$ cat config.mk
export PLATFORM = sky130hd
export DESIGN_NAME = gate_array_ram_remap_and_ports_flat
export DESIGN_NICKNAME = d
export VERILOG_FILES = /design/src/garp_pkg.sv /design/src/garp_if.sv /design/src/gate_array_ram_remap_and_ports.sv /design/src/garp_regs.sv /design/src/garp_decode.sv /design/src/flat_wrapper.sv
export SDC_FILE = /design/constraint.sdc
export NUM_CORES = 1
export LEC_CHECK = 0
export BUFFER_PORTS_ARGS = -buffer_cell sky130_fd_sc_hd__buf_2
export CAP_MARGIN = 30
export CORE_MARGIN = 5
export CORE_UTILIZATION = 45
export DETAILED_ROUTE_END_ITERATION = 10
export GPL_TIMING_DRIVEN = 0
export PLACE_DENSITY = 0.7
export SYNTH_ARGS = -nofsm -noshare
export SYNTH_HDL_FRONTEND = slang
export SYNTH_SLANG_ARGS = --single-unit
$ cat constraint.sdc
create_clock -name clk -period 7.6 [get_ports clk]
set_input_delay 0.38 -clock clk [delete_from_list [all_inputs] [get_ports clk]]
set_output_delay 0.38 -clock clk [all_outputs]
set_load 0.01 [all_outputs]
$ cat src/garp_pkg.sv
// Shared types and constants for the gate array register, status and RAM decode logic.
package garp_pkg;

	localparam int unsigned ADDR_W  = 20;
	localparam int unsigned PORT_W  = 16;
	localparam int unsigned DATA_W  = 8;
	localparam int unsigned KB_W    = 10;
	localparam int unsigned FUNC_W  = 2;
	localparam int unsigned CIDX_W  = 2;
	localparam int unsigned SYSCTL_W = 6;
	localparam int unsigned RAMCTL_W = 7;

	// Item function codes
	localparam logic [FUNC_W-1:0] FUNC_IO_READ   = 2'd0;
	localparam logic [FUNC_W-1:0] FUNC_IO_WRITE  = 2'd1;
	localparam logic [FUNC_W-1:0] FUNC_MEM_DECODE = 2'd2;

	// Configuration register indexes
	localparam logic [CIDX_W-1:0] CFG_INSTALLED_KB  = 2'd0;
	localparam logic [CIDX_W-1:0] CFG_DISK_PRESENT  = 2'd1;
	localparam logic [CIDX_W-1:0] CFG_FPU_PRESENT   = 2'd2;
	localparam logic [CIDX_W-1:0] CFG_MASK_PORT     = 2'd3;

	// I/O ports
	localparam logic [PORT_W-1:0] PORT_SYSCTL  = 16'h0061;
	localparam logic [PORT_W-1:0] PORT_STATUS  = 16'h0062;
	localparam logic [PORT_W-1:0] PORT_SELECT  = 16'h0065;
	localparam logic [PORT_W-1:0] PORT_RAMCTL  = 16'h006b;
	localparam logic [PORT_W-1:0] PORT_IRQMASK = 16'h00a1;

	localparam logic [DATA_W-1:0] SYSCTL_MASK  = 8'h33;
	localparam logic [DATA_W-1:0] SELECT_MASK  = 8'h9f;
	localparam logic [DATA_W-1:0] RAMCTL_MASK  = 8'h7f;
	localparam logic [DATA_W-1:0] A1_READ_ONES = 8'hfe;
	localparam logic [DATA_W-1:0] OPEN_BUS     = 8'hff;

	localparam logic [ADDR_W-1:0] SEG_TOP     = 20'ha0000;
	localparam logic [ADDR_W-1:0] REMAP_START = 20'h40000;
	localparam logic [ADDR_W-1:0] BANK_TOP    = 20'h80000;
	localparam logic [ADDR_W-1:0] LOW_BANK    = 20'h20000;

	localparam logic [KB_W-1:0] KB_512     = 10'd512;
	localparam logic [KB_W-1:0] KB_640     = 10'd640;
	localparam logic [KB_W-1:0] KB_RESET   = 10'd640;

	typedef struct packed {
		logic [KB_W-1:0] installed_kb;
		logic            disk_present;
		logic            fpu_present;
		logic            mask_port_present;
	} cfg_t;

	typedef struct packed {
		logic [FUNC_W-1:0] func;
		logic [PORT_W-1:0] io_port;
		logic [ADDR_W-1:0] mem_address;
		logic [DATA_W-1:0] write_data;
		logic              speaker_level;
	} item_t;

	typedef struct packed {
		logic [SYSCTL_W-1:0] system_control;
		logic [DATA_W-1:0]   select_control;
		logic [RAMCTL_W-1:0] ram_config;
		logic                clock_irq_mask;
	} regs_t;

endpackage

$ cat src/garp_if.sv
// Handshake channels: bus item in, result out, configuration writes.
interface garp_req_if;
	logic                               valid;
	logic                               ready;
	logic [garp_pkg::FUNC_W-1:0]        func;
	logic [garp_pkg::PORT_W-1:0]        io_port;
	logic [garp_pkg::ADDR_W-1:0]        mem_address;
	logic [garp_pkg::DATA_W-1:0]        write_data;
	logic                               speaker_level;

	modport source (output valid, func, io_port, mem_address, write_data, speaker_level,
		input ready);
	modport sink (input valid, func, io_port, mem_address, write_data, speaker_level,
		output ready);
endinterface

interface garp_rsp_if;
	logic                               valid;
	logic                               ready;
	logic [garp_pkg::DATA_W-1:0]        read_data;
	logic                               ram_hit;
	logic [garp_pkg::ADDR_W-1:0]        ram_offset;
	logic [garp_pkg::DATA_W-1:0]        chip_selects;
	logic [garp_pkg::SYSCTL_W-1:0]      speaker_bits;
	logic                               irq_mask;

	modport source (output valid, read_data, ram_hit, ram_offset, chip_selects,
		speaker_bits, irq_mask, input ready);
	modport sink (input valid, read_data, ram_hit, ram_offset, chip_selects,
		speaker_bits, irq_mask, output ready);
endinterface

interface garp_cfg_if;
	logic                               valid;
	logic                               ready;
	logic [garp_pkg::CIDX_W-1:0]        index;
	logic [garp_pkg::KB_W-1:0]          data;

	modport source (output valid, index, data, input ready);
	modport sink (input valid, index, data, output ready);
endinterface

$ cat src/gate_array_ram_remap_and_ports.sv
// Path: an item goes through an input stage and a result register, which decouple the sides.
// Throughput: one item per cycle while the result side is not stalled.
// The work per item is one register-file update plus one decode compare.
// Reset (arst_n low): pipeline empties, system/RAM control and IRQ mask clear,
// chip selects return to 9Fh, configuration returns to 640 KB, disk present, no FPU,
// no mask port.
module gate_array_ram_remap_and_ports (
	input  logic        clk,
	input  logic        arst_n,
	garp_req_if.sink    req,
	garp_rsp_if.source  rsp,
	garp_cfg_if.sink    cfg
);

	garp_pkg::cfg_t  cfg_q;
	garp_pkg::item_t item_s1;
	logic            valid_s1;
	logic            out_valid_q;
	logic            advance;

	logic [garp_pkg::DATA_W-1:0] read_data;
	garp_pkg::regs_t             regs_nxt;
	logic                        dec_hit;
	logic [garp_pkg::ADDR_W-1:0] dec_offset;
	logic                        is_decode;

	assign advance   = valid_s1 && (!out_valid_q || rsp.ready);
	assign req.ready = !valid_s1 || advance;
	assign cfg.ready = 1'b1;
	assign rsp.valid = out_valid_q;

	always_ff @(posedge clk or negedge arst_n) begin
		if (!arst_n) begin
			cfg_q.installed_kb      <= garp_pkg::KB_RESET;
			cfg_q.disk_present      <= 1'b1;
			cfg_q.fpu_present       <= 1'b0;
			cfg_q.mask_port_present <= 1'b0;
		end else if (cfg.valid) begin
			case (cfg.index)
				garp_pkg::CFG_INSTALLED_KB: cfg_q.installed_kb      <= cfg.data;
				garp_pkg::CFG_DISK_PRESENT: cfg_q.disk_present      <= cfg.data[0];
				garp_pkg::CFG_FPU_PRESENT:  cfg_q.fpu_present       <= cfg.data[0];
				garp_pkg::CFG_MASK_PORT:    cfg_q.mask_port_present <= cfg.data[0];
				default: begin
				end
			endcase
		end
	end

	// Input stage
	always_ff @(posedge clk or negedge arst_n) begin
		if (!arst_n) begin
			valid_s1 <= 1'b0;
		end else if (req.ready) begin
			valid_s1 <= req.valid;
		end
	end

	always_ff @(posedge clk) begin
		if (req.valid && req.ready) begin
			item_s1.func          <= req.func;
			item_s1.io_port       <= req.io_port;
			item_s1.mem_address   <= req.mem_address;
			item_s1.write_data    <= req.write_data;
			item_s1.speaker_level <= req.speaker_level;
		end
	end

	garp_regs u_regs (
		.clk       (clk),
		.arst_n    (arst_n),
		.advance   (advance),
		.item      (item_s1),
		.cfg       (cfg_q),
		.read_data (read_data),
		.regs_nxt  (regs_nxt)
	);

	garp_decode u_decode (
		.mem_address  (item_s1.mem_address),
		.ram_config   (regs_nxt.ram_config),
		.installed_kb (cfg_q.installed_kb),
		.hit          (dec_hit),
		.offset       (dec_offset)
	);

	assign is_decode = (item_s1.func == garp_pkg::FUNC_MEM_DECODE);

	// Result register
	always_ff @(posedge clk or negedge arst_n) begin
		if (!arst_n) begin
			out_valid_q <= 1'b0;
		end else if (advance) begin
			out_valid_q <= 1'b1;
		end else if (rsp.ready) begin
			out_valid_q <= 1'b0;
		end
	end

	always_ff @(posedge clk) begin
		if (advance) begin
			rsp.read_data    <= read_data;
			rsp.ram_hit      <= is_decode && dec_hit;
			rsp.ram_offset   <= is_decode ? dec_offset : '0;
			rsp.chip_selects <= regs_nxt.select_control;
			rsp.speaker_bits <= regs_nxt.system_control;
			rsp.irq_mask     <= regs_nxt.clock_irq_mask;
		end
	end

	// A stalled input stage keeps its item
	a_s1_hold: assert property (@(posedge clk) disable iff (!arst_n)
		valid_s1 && !advance |=> valid_s1)
		else $error("input stage dropped an item");

	a_miss_offset: assert property (@(posedge clk) disable iff (!arst_n)
		out_valid_q && !rsp.ram_hit |-> rsp.ram_offset == '0)
		else $error("nonzero offset on a miss");

	// A RAM hit comes only from a decode, which returns no read byte
	a_hit_no_read: assert property (@(posedge clk) disable iff (!arst_n)
		out_valid_q && rsp.ram_hit |-> rsp.read_data == '0)
		else $error("read data on a decode hit");

	a_hit_in_range: assert property (@(posedge clk) disable iff (!arst_n)
		out_valid_q && rsp.ram_hit |-> rsp.ram_offset < {cfg_q.installed_kb, 10'd0})
		else $error("hit offset beyond installed memory");

endmodule

$ cat src/garp_regs.sv
// Register file: port writes, read mux with status byte, next-state export.
module garp_regs (
	input  logic                          clk,
	input  logic                          arst_n,
	input  logic                          advance,
	input  garp_pkg::item_t               item,
	input  garp_pkg::cfg_t                cfg,
	output logic [garp_pkg::DATA_W-1:0]   read_data,
	output garp_pkg::regs_t               regs_nxt
);

	garp_pkg::regs_t regs_q;
	logic            is_write;
	logic            is_read;
	logic [garp_pkg::DATA_W-1:0] rd_mux;

	assign is_write = (item.func == garp_pkg::FUNC_IO_WRITE);
	assign is_read  = (item.func == garp_pkg::FUNC_IO_READ);

	always_comb begin
		regs_nxt = regs_q;
		if (is_write) begin
			case (item.io_port)
				garp_pkg::PORT_SYSCTL: begin
					regs_nxt.system_control =
						garp_pkg::SYSCTL_W'(item.write_data & garp_pkg::SYSCTL_MASK);
				end
				garp_pkg::PORT_SELECT: begin
					regs_nxt.select_control = item.write_data & garp_pkg::SELECT_MASK;
				end
				garp_pkg::PORT_RAMCTL: begin
					regs_nxt.ram_config =
						garp_pkg::RAMCTL_W'(item.write_data & garp_pkg::RAMCTL_MASK);
				end
				garp_pkg::PORT_IRQMASK: begin
					if (cfg.mask_port_present) begin
						regs_nxt.clock_irq_mask = item.write_data[0];
					end
				end
				default: begin
				end
			endcase
		end
	end

	always_comb begin
		case (item.io_port)
			garp_pkg::PORT_SYSCTL: rd_mux = garp_pkg::DATA_W'(regs_q.system_control);
			garp_pkg::PORT_STATUS: begin
				rd_mux = {2'b00, item.speaker_level, 2'b00, ~cfg.disk_present,
					cfg.fpu_present, 1'b1};
			end
			garp_pkg::PORT_SELECT: rd_mux = regs_q.select_control;
			garp_pkg::PORT_RAMCTL: rd_mux = garp_pkg::DATA_W'(regs_q.ram_config);
			garp_pkg::PORT_IRQMASK: begin
				if (cfg.mask_port_present) begin
					rd_mux = garp_pkg::A1_READ_ONES |
						garp_pkg::DATA_W'(regs_q.clock_irq_mask);
				end else begin
					rd_mux = garp_pkg::OPEN_BUS;
				end
			end
			default: rd_mux = garp_pkg::OPEN_BUS;
		endcase
	end

	assign read_data = is_read ? rd_mux : '0;

	always_ff @(posedge clk or negedge arst_n) begin
		if (!arst_n) begin
			regs_q.system_control <= '0;
			regs_q.select_control <= garp_pkg::SELECT_MASK;
			regs_q.ram_config     <= '0;
			regs_q.clock_irq_mask <= 1'b0;
		end else if (advance) begin
			regs_q <= regs_nxt;
		end
	end

	// Registers move only on a processed item
	a_hold_idle: assert property (@(posedge clk) disable iff (!arst_n)
		!advance |=> $stable(regs_q))
		else $error("register file changed without an item");

	// Masked-off select bits never get set
	a_select_mask: assert property (@(posedge clk) disable iff (!arst_n)
		(regs_q.select_control & ~garp_pkg::SELECT_MASK) == '0)
		else $error("select control holds bits outside its mask");

endmodule

$ cat src/garp_decode.sv
// Low-RAM address decoder: segment disables, bank remap and size limit.
module garp_decode (
	input  logic [garp_pkg::ADDR_W-1:0]   mem_address,
	input  logic [garp_pkg::RAMCTL_W-1:0] ram_config,
	input  logic [garp_pkg::KB_W-1:0]     installed_kb,
	output logic                          hit,
	output logic [garp_pkg::ADDR_W-1:0]   offset
);

	logic [3:0]                    seg;
	logic [2:0]                    seg_bit;
	logic [garp_pkg::RAMCTL_W:0]   cfg_ext;
	logic                          seg_off;
	logic                          bank_miss;
	logic [garp_pkg::ADDR_W-1:0]   off;
	logic [garp_pkg::ADDR_W-1:0]   limit;

	assign seg     = mem_address[garp_pkg::ADDR_W-1 -: 4];
	assign seg_bit = 3'(seg - 4'd3);
	assign cfg_ext = {1'b0, ram_config};
	assign seg_off = (mem_address >= garp_pkg::REMAP_START) && cfg_ext[seg_bit];
	assign limit   = {installed_kb, 10'd0};

	always_comb begin
		bank_miss = 1'b0;
		if (ram_config[0]) begin
			bank_miss = (mem_address >= garp_pkg::BANK_TOP);
			off = mem_address +
				((installed_kb == garp_pkg::KB_640) ? garp_pkg::LOW_BANK : '0);
		end else if (installed_kb == garp_pkg::KB_512) begin
			bank_miss = (mem_address < garp_pkg::LOW_BANK);
			off = mem_address - garp_pkg::LOW_BANK;
		end else begin
			off = mem_address;
		end
	end

	assign hit    = (mem_address < garp_pkg::SEG_TOP) && !seg_off && !bank_miss &&
		(off < limit);
	assign offset = hit ? off : '0;

endmodule

$ cat src/flat_wrapper.sv
// flat-port wrapper written by rule: the top's interface ports become plain ports
module gate_array_ram_remap_and_ports_flat 
  (clk, arst_n, req_valid, req_func, req_io_port, req_mem_address, req_write_data, req_speaker_level, req_ready, rsp_valid, rsp_read_data, rsp_ram_hit, rsp_ram_offset, rsp_chip_selects, rsp_speaker_bits, rsp_irq_mask, rsp_ready, cfg_valid, cfg_index, cfg_data, cfg_ready);
  garp_req_if req_i ();
  garp_rsp_if rsp_i ();
  garp_cfg_if cfg_i ();
  input  logic clk;
  input  logic arst_n;
  input wire logic [$bits(req_i.valid)-1:0] req_valid;
  input wire logic [$bits(req_i.func)-1:0] req_func;
  input wire logic [$bits(req_i.io_port)-1:0] req_io_port;
  input wire logic [$bits(req_i.mem_address)-1:0] req_mem_address;
  input wire logic [$bits(req_i.write_data)-1:0] req_write_data;
  input wire logic [$bits(req_i.speaker_level)-1:0] req_speaker_level;
  output wire logic [$bits(req_i.ready)-1:0] req_ready;
  output wire logic [$bits(rsp_i.valid)-1:0] rsp_valid;
  output wire logic [$bits(rsp_i.read_data)-1:0] rsp_read_data;
  output wire logic [$bits(rsp_i.ram_hit)-1:0] rsp_ram_hit;
  output wire logic [$bits(rsp_i.ram_offset)-1:0] rsp_ram_offset;
  output wire logic [$bits(rsp_i.chip_selects)-1:0] rsp_chip_selects;
  output wire logic [$bits(rsp_i.speaker_bits)-1:0] rsp_speaker_bits;
  output wire logic [$bits(rsp_i.irq_mask)-1:0] rsp_irq_mask;
  input wire logic [$bits(rsp_i.ready)-1:0] rsp_ready;
  input wire logic [$bits(cfg_i.valid)-1:0] cfg_valid;
  input wire logic [$bits(cfg_i.index)-1:0] cfg_index;
  input wire logic [$bits(cfg_i.data)-1:0] cfg_data;
  output wire logic [$bits(cfg_i.ready)-1:0] cfg_ready;
  assign req_i.valid = req_valid;
  assign req_i.func = req_func;
  assign req_i.io_port = req_io_port;
  assign req_i.mem_address = req_mem_address;
  assign req_i.write_data = req_write_data;
  assign req_i.speaker_level = req_speaker_level;
  assign req_ready = req_i.ready;
  assign rsp_valid = rsp_i.valid;
  assign rsp_read_data = rsp_i.read_data;
  assign rsp_ram_hit = rsp_i.ram_hit;
  assign rsp_ram_offset = rsp_i.ram_offset;
  assign rsp_chip_selects = rsp_i.chip_selects;
  assign rsp_speaker_bits = rsp_i.speaker_bits;
  assign rsp_irq_mask = rsp_i.irq_mask;
  assign rsp_i.ready = rsp_ready;
  assign cfg_i.valid = cfg_valid;
  assign cfg_i.index = cfg_index;
  assign cfg_i.data = cfg_data;
  assign cfg_ready = cfg_i.ready;
  gate_array_ram_remap_and_ports u_core (.clk(clk), .arst_n(arst_n), .req(req_i), .rsp(rsp_i), .cfg(cfg_i));
endmodule
Yosys cells after proc, flatten, opt, wreduce, memory -nomap -nowiden --
Cells that the tools add are included. Widths: inputs -> output; s select.
Word-level totals: output and inout bits 47, bits in registers 128, word-level logic and storage cells 81, input port bits 64
Operators by class: $add $sub $neg 3, bitwise operators 1, multiplexer cells 17, eq/ne operators 12, reduce and logical (&&, ||, !) cells 21, magnitude comparators 6
Operators by type and width (count):
- $eq 16x7->1 const B | 4
- $mux 20 | 2
- $pmux 8 s5 | 1
- $mux 22 | 1
- $add 20x18->20 | 1
- $eq 10x10->1 const B | 2
- $ge 20x19->1 const B | 1
- $ge 20x20->1 const B | 1
- $lt 20x18->1 const B | 1
- $lt 20x20->1 | 1
- $lt 20x20->1 const B | 1
- $sub 20x18->20 const B | 1
- $mux 18 | 1
- $eq 16x8->1 const B | 1
- $reduce_and 2->1 | 5
- $mux 1 | 8
- $mux 8 | 1
- $logic_and 1x1->1 | 7
- $mux 7 | 1
- $eq 2x2->1 const B | 3
- $mux 6 | 1
- $eq 2x1->1 const B | 2
- $logic_not 1->1 | 4
- $logic_not 2->1 | 2
- 6 further kinds | 7

Logic depth before layout (Yosys ltp) --
Gate-level depths: netlist of run 1.
word-level depth 11, mapped depth 14, mapped depth without buffers 13

Cells and area by module --
A second synthesis of run 1 with hierarchy kept.
Unflattened totals: cells, all modules 408, area total of the unflattened synthesis 5853.1 um2
By module, submodules not included:
- gate_array_ram_remap_and_ports | area each 3497.1 um2, sequential area each 3111.7 um2, times used 1, cells an instance 156
- garp_regs | area each 1620.3 um2, sequential area each 558.0 um2, times used 1, cells an instance 142
- garp_decode | area each 735.7 um2, sequential area each 0.0 um2, times used 1, cells an instance 110

Worst setup path before layout of run 1 --
OpenSTA, ideal clock, no wires.
kind reg2reg, start register u_core.item_s1[42] in the netlist's numbering, end register u_core.rsp.ram_offset[0], data pin, path slack 4649 ps, clock period less this slack 2951 ps, required time 7469 ps, setup time 131 ps, arrival 2821 ps, cell stages (with the launch flop) 14, path buffers 1, path through edfxtp_1 -> nor4_2 -> nand4_1 -> o21ai_1 -> and2_1 -> a21oi_1 -> ha_1 -> a2111oi_0 -> o21ai_0 -> a31oi_1 -> o211ai_1 -> a211oi_2 -> buf_2 -> and2_1
Between the ends: elaborated cells on any way between the ends 15, classes of those cells order compare: 1; eq/ne: 1; mux: 6; reduce/logical: 7
RTL lines:
- start: declaration | RTL line gate_array_ram_remap_and_ports.sv:16 | garp_pkg::item_t item_s1;
- $eq 16x7->1 | RTL line garp_regs.sv:23 | case (item.io_port)
- $mux 7 | RTL line garp_regs.sv:23
- $mux 22 | RTL line garp_regs.sv:22 | if (is_write) begin
- $mux 20 | RTL line garp_decode.sv:26 | if (ram_config[0]) begin
- named net u_core.u_decode.off (one bit) | RTL line garp_decode.sv:15 | logic [garp_pkg::ADDR_W-1:0] off;
- $lt 20x20->1 | RTL line garp_decode.sv:39 | (off < limit);
- $logic_and 1x1->1 | RTL line garp_decode.sv:38 | assign hit = (mem_address < garp_pkg::SEG_TOP) && !seg_off && !bank_miss &&
- $reduce_and 2->1 (no source line)
- end signal: assignment | RTL line gate_array_ram_remap_and_ports.sv:104 | rsp.ram_offset <= is_decode ? dec_offset : '0;
- end: declaration | RTL line garp_if.sv:27 | modport source (output valid, read_data, ram_hit, ram_offset, chip_selects,
The timed path passes the listed nets, and every way through them passes these cells. The select of a mux whose other input is x is not followed. A chain may end at the register's enable or synchronous reset.

Final worst setup path of run 1 --
start register u_core.item_s1[42] in the netlist's numbering, end register u_core.rsp.ram_offset[5], data pin
Same word-level chain as after synthesis.

==> flow_metrics.tcl, run 1 <==
set metrics [dict create \
    fp.dieH_um 119 \
    post_drt_via_cell_ratio 5.24 \
    firstDrtPassIters 4 \
    min-delay-path-class "primary input to async pin" \
    wl_mm 11.4 \
    grt_max_degree 46 \
    hold_ws_ps 74.0 \
    worst_pin_slew_ps 976 \
    synth_seq_cells 128 \
    core_um2 11600 \
    cts_buffer_depth 2 \
    reg2reg_slack_ps 3780 \
    r2r-start "u_core.item_s1[42]$_DFFE_PP_" \
    timing.rr.end "u_core.rsp.ram_offset[5]$_SDFFCE_PN0P_" \
    clock.fmax_ghz 0.262 \
    ctsHtreeMaxLevel 4 \
    postCtsHoldBufs 0 \
    clock_latency_ps 410 \
    finalHoldViolations 0 \
    power_density_nw_per_um2 266 \
    status "finished, final reports clean" \
    overflow 0 \
    dpl.hpwl_mm 8.14 \
    wl_met2_mm 5.84 \
    top_layer "met4" \
    syn_area_um2 5370 \
    post_cts_resized 0 \
    rsz0062_at_grt "false" \
    period_needed_ps 3820 \
    gp_congestion 0.792 \
    synth_top_area_cell "edfxtp_1" \
    finalSetupViolations 0 \
    slew_viol_final 0 \
    synthCells 364 \
    critPathTopFamily "compound AO/OA/AOI/OAI gates" \
    r2r.worst_path.cells 13 \
    slew_headroom_pct 34.4 \
    antenna_found_initial 0 \
    diodes 0 \
    synth_edf_count 91 \
    clk_pin_slew_ps 50 \
    yosys_warnings 0 \
    die_w_um 119 \
    crit_required_ps 7880 \
    maxCapViolCount 0 \
    total_power_uw 1790 \
    finalCritPeriodShare_pct 50.3 \
    avgSynthCellArea_um2 14.7 \
    nets 572 \
    grt_pass1_wl_mm 18.1 \
    drtIter0Drc 251 \
    synth_nets 442 \
    critPathSlowestCell "nor4_2" \
    cts_tree "yes" \
    crit_chain "nor4_2 > nand4_1 > o21ai_1 > and2_1 > a21oi_1 > ha_1 > a2111oi_0 > o21ai_0 > a31oi_1 > o211ai_1 > a211oi_2 > buf_2 > and2_1" \
    cts_sinks 128 \
    synth.distinct_cells 57 \
    finalInstanceArea_um2 6730 \
    vias 3407 \
    pin_count 111 \
    synth_ff_type "edfxtp_1" \
    wl_per_cell_um 17.6 \
    wl_met3_um 800 \
    grtUsageTotal_pct 16.6 \
    final_layout_size_suffix_gt1_share_pct 39.6 \
    cts_setup_buffers 0 \
    ys_seq_area_share_pct 68.4 \
    yosys-top-cells-area "edfxtp_1, dfrtp_1, mux2_2, dfstp_2, ha_1" \
    critPathKind "register to register" \
    drt_drc_violations_left 0 \
    post-route-util_pct 58.2 \
    cp_slowest_stage_delay_ps 470 \
    synth_top_area_share_pct 50.9 \
    peakVddDrop_uv 130 \
    initial_core_util_pct 46.4 \
    grt_pass1_vias 3507 \
    area_delta_synth_final_pct 25.3 \
    crit_top_cell "and2_1" \
    fin_skew_ps 5.71 \
    rows 39 \
    cts_buffers 17 \
    ant_nets 0 \
    critPathBufInv 1 \
    cp_data_arrival_time_ps 4100 \
    postSynth.asyncResetShare_pct 28.9 \
    placed_cell_area_um2 6120 \
    met1_length_mm 4.68 \
    root_buffer "clkbuf_16" \
    die_area_um2 14200 \
    fin_tns_setup_ps 0 \
    port-buffer-count 109 \
    cp_max_fo 10 \
    crit_path_end_kind "register" \
    leakage_uw 0.00281 \
    start_kind "register" \
]
[registers in the layout (all words and copies together), names as in the netlist]
| signal | count |
|---|---|
| u_core.rsp.ram_offset | 20 |
| u_core.item_s1 | 47 |
| u_core.u_regs.regs_q | 22 |
| u_core.rsp.ram_hit | 1 |
| u_core.rsp.read_data | 8 |
| u_core.valid_s1 | 1 |
| u_core.rsp.speaker_bits | 6 |
| u_core.rsp.irq_mask | 1 |
| u_core.rsp.chip_selects | 8 |
| u_core.rsp.valid | 1 |
| u_core.cfg_q | 13 |
[metrics by stage]
step	cells	setup WS, ps
4_1_cts	650	3830
3_3_place_gp	616	4060
6_report	650	3780
3_5_place_dp	618	3870
5_1_grt	650	3500
2_1_floorplan	364	4650
[cell type report]
class / instances / area (um2)
Buffer: 6 / 31.3
Clock buffer: 19 / 433
Clock inverter: 13 / 169
Fill cell: 907 / 4840
Inverter: 15 / 56.3
Multi-Input combinational cell: 215 / 1610
Sequential cell: 128 / 3670
Tap cell: 143 / 179
Timing Repair Buffer: 111 / 576
[worst max path at each step]
stage,startpoint,to,slack [ps],cells after the start
finish,u_core.item_s1[42]$_DFFE_PP_,u_core.rsp.ram_offset[5]$_SDFFCE_PN0P_,3780,13
global route,u_core.item_s1[42]$_DFFE_PP_,u_core.rsp.ram_offset[5]$_SDFFCE_PN0P_,3500,13
CTS,u_core.item_s1[42]$_DFFE_PP_,u_core.rsp.ram_offset[5]$_SDFFCE_PN0P_,3830,13
detailed placement,u_core.item_s1[42]$_DFFE_PP_,u_core.rsp.ram_offset[5]$_SDFFCE_PN0P_,3870,13
global placement,u_core.item_s1[42]$_DFFE_PP_,u_core.rsp.ram_offset[4]$_SDFFCE_PN0P_,4060,13
floorplan,u_core.item_s1[42]$_DFFE_PP_,u_core.rsp.ram_offset[0]$_SDFFCE_PN0P_,4650,13
[cells by family (layout without fill, tap and decap cells)]
kind of cell,Yosys count,count (layout),share of synthesized area [%]
adder cells (fa/ha/maj),14,14,3.26
flip-flops,128,128,68.4
multiplexers,36,36,7.97
AND/OR/NAND/NOR,116,116,12.6
AO/OA/AOI/OAI,45,45,5.64
other,1,1,0.0698
buffers and inverters,21,164,1.63
XOR/XNOR,3,3,0.489
[layer usage]
layer  vias to the layer above  track usage [%]
met2                       134             28.4
met4                         0             5.07
li1                       1628                -
met1                      1632             19.7
met3                        13             5.83
met5                         -                0
[synth_stat cells (3+ instances only)]
| library cell | number |
|---|---|
| edfxtp_1 | 91 |
| mux2_2 | 34 |
| dfrtp_1 | 28 |
| and2_1 | 25 |
| nand2_1 | 25 |
| inv_1 | 15 |
| ha_1 | 14 |
| nor2_1 | 14 |
| o21ai_0 | 14 |
| dfstp_2 | 9 |
| a31oi_1 | 8 |
| nand2b_1 | 8 |
| nor2b_1 | 8 |
| a21oi_1 | 5 |
| nand3_1 | 5 |
| nor3_1 | 4 |
| a222oi_1 | 3 |
| nand4_1 | 3 |
| or2_2 | 3 |
[cell usage in the layout, fill, tap and decap left out, types with 2 or more instances in the layout]
cell,instances
a21oi_1,5
a221oi_1,2
a222oi_1,3
a22oi_1,2
a31oi_1,8
and2_1,24
buf_2,110
buf_4,2
bufinv_16,4
clkbuf_1,4
clkbuf_16,17
clkinv_2,6
clkinvlp_4,2
dfrtp_1,28
dfstp_2,9
edfxtp_1,91
ha_1,14
inv_1,14
mux2_2,34
mux4_2,2
nand2_1,25
nand2b_1,8
nand3_1,5
nand3b_1,2
nand4_1,3
nand4b_1,2
nor2_1,14
nor2_2,2
nor2b_1,8
nor3_1,4
nor4_1,2
o21ai_0,14
or2_2,3
xnor2_1,2
[power breakdown]
part           switching (uW)  total [uW]  internal [uW]
clock network             281         824            543
registers                24.2         831            807
logic                    79.0         134           55.3
Power figures use the tool's default switching activity.
==> inputs of run 2 (changes only) <==
--- a/config.mk
+++ b/config.mk
@@ -11,7 +11,7 @@
 export CORE_UTILIZATION = 45
 export DETAILED_ROUTE_END_ITERATION = 10
 export GPL_TIMING_DRIVEN = 0
-export PLACE_DENSITY = 0.7
+export PLACE_DENSITY = 0.72
 export SYNTH_ARGS = -nofsm -noshare
 export SYNTH_HDL_FRONTEND = slang
 export SYNTH_SLANG_ARGS = --single-unit
==> constraint.sdc (replaced) <==
create_clock -name clk -period 3.13 [get_ports clk]
set_input_delay 0.1565 -clock clk [delete_from_list [all_inputs] [get_ports clk]]
set_output_delay 0.1565 -clock clk [all_outputs]
set_load 0.01 [all_outputs]
==> run 2 against run 1 <==
  * The flow now finishes with violations (negative setup slack)
  * Die area unchanged
  * Worst setup slack got worse by 3800 ps
  * Count of clock-buffer cells in the layout grew 2
  * Clock power grew 120%
  * Clock skew grew 2.4 ps
  * Power grew 140%
  * Sequential share of layout area is 5.8 points lower
  * Combinational power increased to 3.3 times the previous value
  * Global-route usage increased by 1.7 points
  * Utilization is 6.9 points higher
  * Critical endpoint is now u_core.rsp.ram_offset[4]$_SDFFCE_PN0P_
  * Highest routed layer unchanged
==> flow_metrics.tcl, run 2 (synthesis gave the netlist of run 1 again) <==
set metrics [dict create \
    status "finished, violations left" \
    violations "negative setup slack" \
    gp_congestion 0.861 \
    pin_count 111 \
    power_density_nw_per_um2 567 \
    critPathSlowestCell "edfxtp_1" \
    start_kind "register" \
    finalSetupViolations 4 \
    firstDrtPassIters 4 \
    cp_slowest_stage_delay_ps 420 \
    rows 39 \
    port-buffer-count 109 \
    multiInputGateArea_um2 1750 \
    cts_buffers 17 \
    ant_nets 0 \
    die_w_um 119 \
    fin_skew_ps 8.13 \
    reg.largest.list "u_core.item_s1: 47 flops, u_core.u_regs.regs_q: 22 flops, u_core.rsp.ram_offset: 20 flops" \
    slew_viol_final 0 \
    cp_data_arrival_time_ps 3300 \
    period_needed_ps 3140 \
    worst_pin_slew_ps 946 \
    hold_ws_ps 19.6 \
    cts_tree "yes" \
    min-delay-path-class "primary input to register" \
    final_common_cell "buf_2" \
    path_depth 12 \
    overflow 0 \
    nets 644 \
    crit_required_ps 3290 \
    finalHoldViolations 0 \
    core_um2 11600 \
    drtIter0Drc 235 \
    area_delta_synth_final_pct 40.1 \
    fin_ws_ps -6.55 \
    clock_latency_ps 410 \
    ctsHtreeMaxLevel 4 \
    place_inst 619 \
    diodes 0 \
    post_drt_via_cell_ratio 5.14 \
    grt_pass1_vias 3984 \
    die_area_um2 14200 \
    peakVddDrop_uv 353 \
    min_path_cells 2 \
    slew_headroom_pct 36.8 \
    cts_sinks 128 \
    wl_per_cell_um 17.2 \
    clock.fmax_ghz 0.319 \
    crit_chain "nor4_4 > nand4_1 > o21ai_2 > and2_4 > mux2_4 > ha_4 > a31oi_2 > o211ai_1 > a211oi_2 > buf_4 > buf_6 > and2_1" \
    cts_buffer_depth 2 \
    seq_area_um2 3670 \
    largest_reg_flops 47 \
    initial_core_util_pct 46.4 \
    grt_pass1_wl_mm 20.0 \
    placed_cell_area_um2 6140 \
    critPathTopFamily "simple AND/OR/NAND/NOR gates" \
    r2r.worst_path.cells 12 \
    finalCritPeriodShare_pct 100 \
    critPathKind "register to register" \
    drt_drc_violations_left 0 \
    dpl.hpwl_mm 8.12 \
    antenna_found_initial 0 \
    fin_cells 722 \
    grt_max_degree 41 \
    wl_mm 12.4 \
    regMostFlops "u_core.item_s1" \
    leakage_uw 0.00312 \
    grtUsageTotal_pct 18.3 \
    total_power_uw 4260 \
    root_buffer "clkbuf_16" \
    n_fill_cell 853 \
    maxCapViolCount 0 \
    final_layout_size_suffix_gt1_share_pct 40.4 \
    critPathBufInv 2 \
    vias 3710 \
    layout_common_cells "buf_2, edfxtp_1, dlygate4sd3_1" \
    cp_max_fo 5 \
    clk_pin_slew_ps 50 \
    crit_path_end_kind "register" \
    rsz0062_at_grt "true" \
    finalInstanceArea_um2 7520 \
    fp.dieH_um 119 \
]
run 2: metal layers:
metal | vias to the layer above | routed length, um | global-route usage, %
met5 | - | 0 | 0
met4 | 0 | 243 | 7.97
met3 | 22 | 693 | 4.83
met2 | 112 | 6260 | 30.6
met1 | 1809 | 5220 | 22.3
li1 | 1767 | - | -
run 2: where the power goes:
part | leakage [uW] | switching [uW] | internal [uW] | total, uW
combinational | 0.00151 | 224 | 215 | 439
clock | 0.000264 | 682 | 1120 | 1800
sequential | 0.00135 | 60.8 | 1960 | 2020
run 2: worst paths after layout:
path | to | slack [ps] | start
setup / recovery | u_core.rsp.ram_offset[4]$_SDFFCE_PN0P_ | -7 | u_core.item_s1[42]$_DFFE_PP_
hold / removal | u_core.cfg_q[3]$_DFFE_PN0P_ | 20 | cfg_data[0]
setup reg to reg | u_core.rsp.ram_offset[4]$_SDFFCE_PN0P_ | -7 | u_core.item_s1[42]$_DFFE_PP_
hold reg to reg | u_core.u_regs.regs_q[0]$_DFFE_PN0P_ | 490 | u_core.u_regs.regs_q[0]$_DFFE_PN0P_
max in group asynchronous | u_core.cfg_q[5]$_DFFE_PN0P_ | 2210 | arst_n
min in group asynchronous | u_core.u_regs.regs_q[4]$_DFFE_PN0P_ | 400 | arst_n
run 2: through the flow:
stage	utilization, %	setup slack [ps]	TNS, ps
4_1_cts	64.5	-29.2	-328
3_5_place_dp	53.1	-561	-10590
5_1_grt	65.0	-181	-3360
6_report	65.0	-6.55	-16.2
3_3_place_gp	52.7	-408	-7630
2_1_floorplan	-	179	0
run 2: worst reg2reg max path, stage by stage (launching register included):
cell and delay (ps):
edfxtp_1 420, nor4_4 370, nand4_1 260, o21ai_2 230, and2_4 230, mux2_4 340
ha_4 270, a31oi_2 80, o211ai_1 200, a211oi_2 50, buf_4 160, buf_6 130
and2_1 150
run 2: area by class of cell:
type	instances	area share [%]
buffer	6	0.549
clock buffer	21	6.12
clock inverter	11	1.20
inverter	15	0.749
multi-input combinational	215	23.2
sequential	128	48.8
tap	143	2.38
timing repair buffer	183	17.0
run 2: repair_timing:
action / in CTS / in global routing
hold buffers: 58 / 0
setup buffers: 8 / 3
endpoints found under the setup margin: 21 / 21
pin swaps: 11 / 13
hold endpoints to repair: 85 / 0
gates cloned: 2 / 0
gates resized for setup: 28 / 10
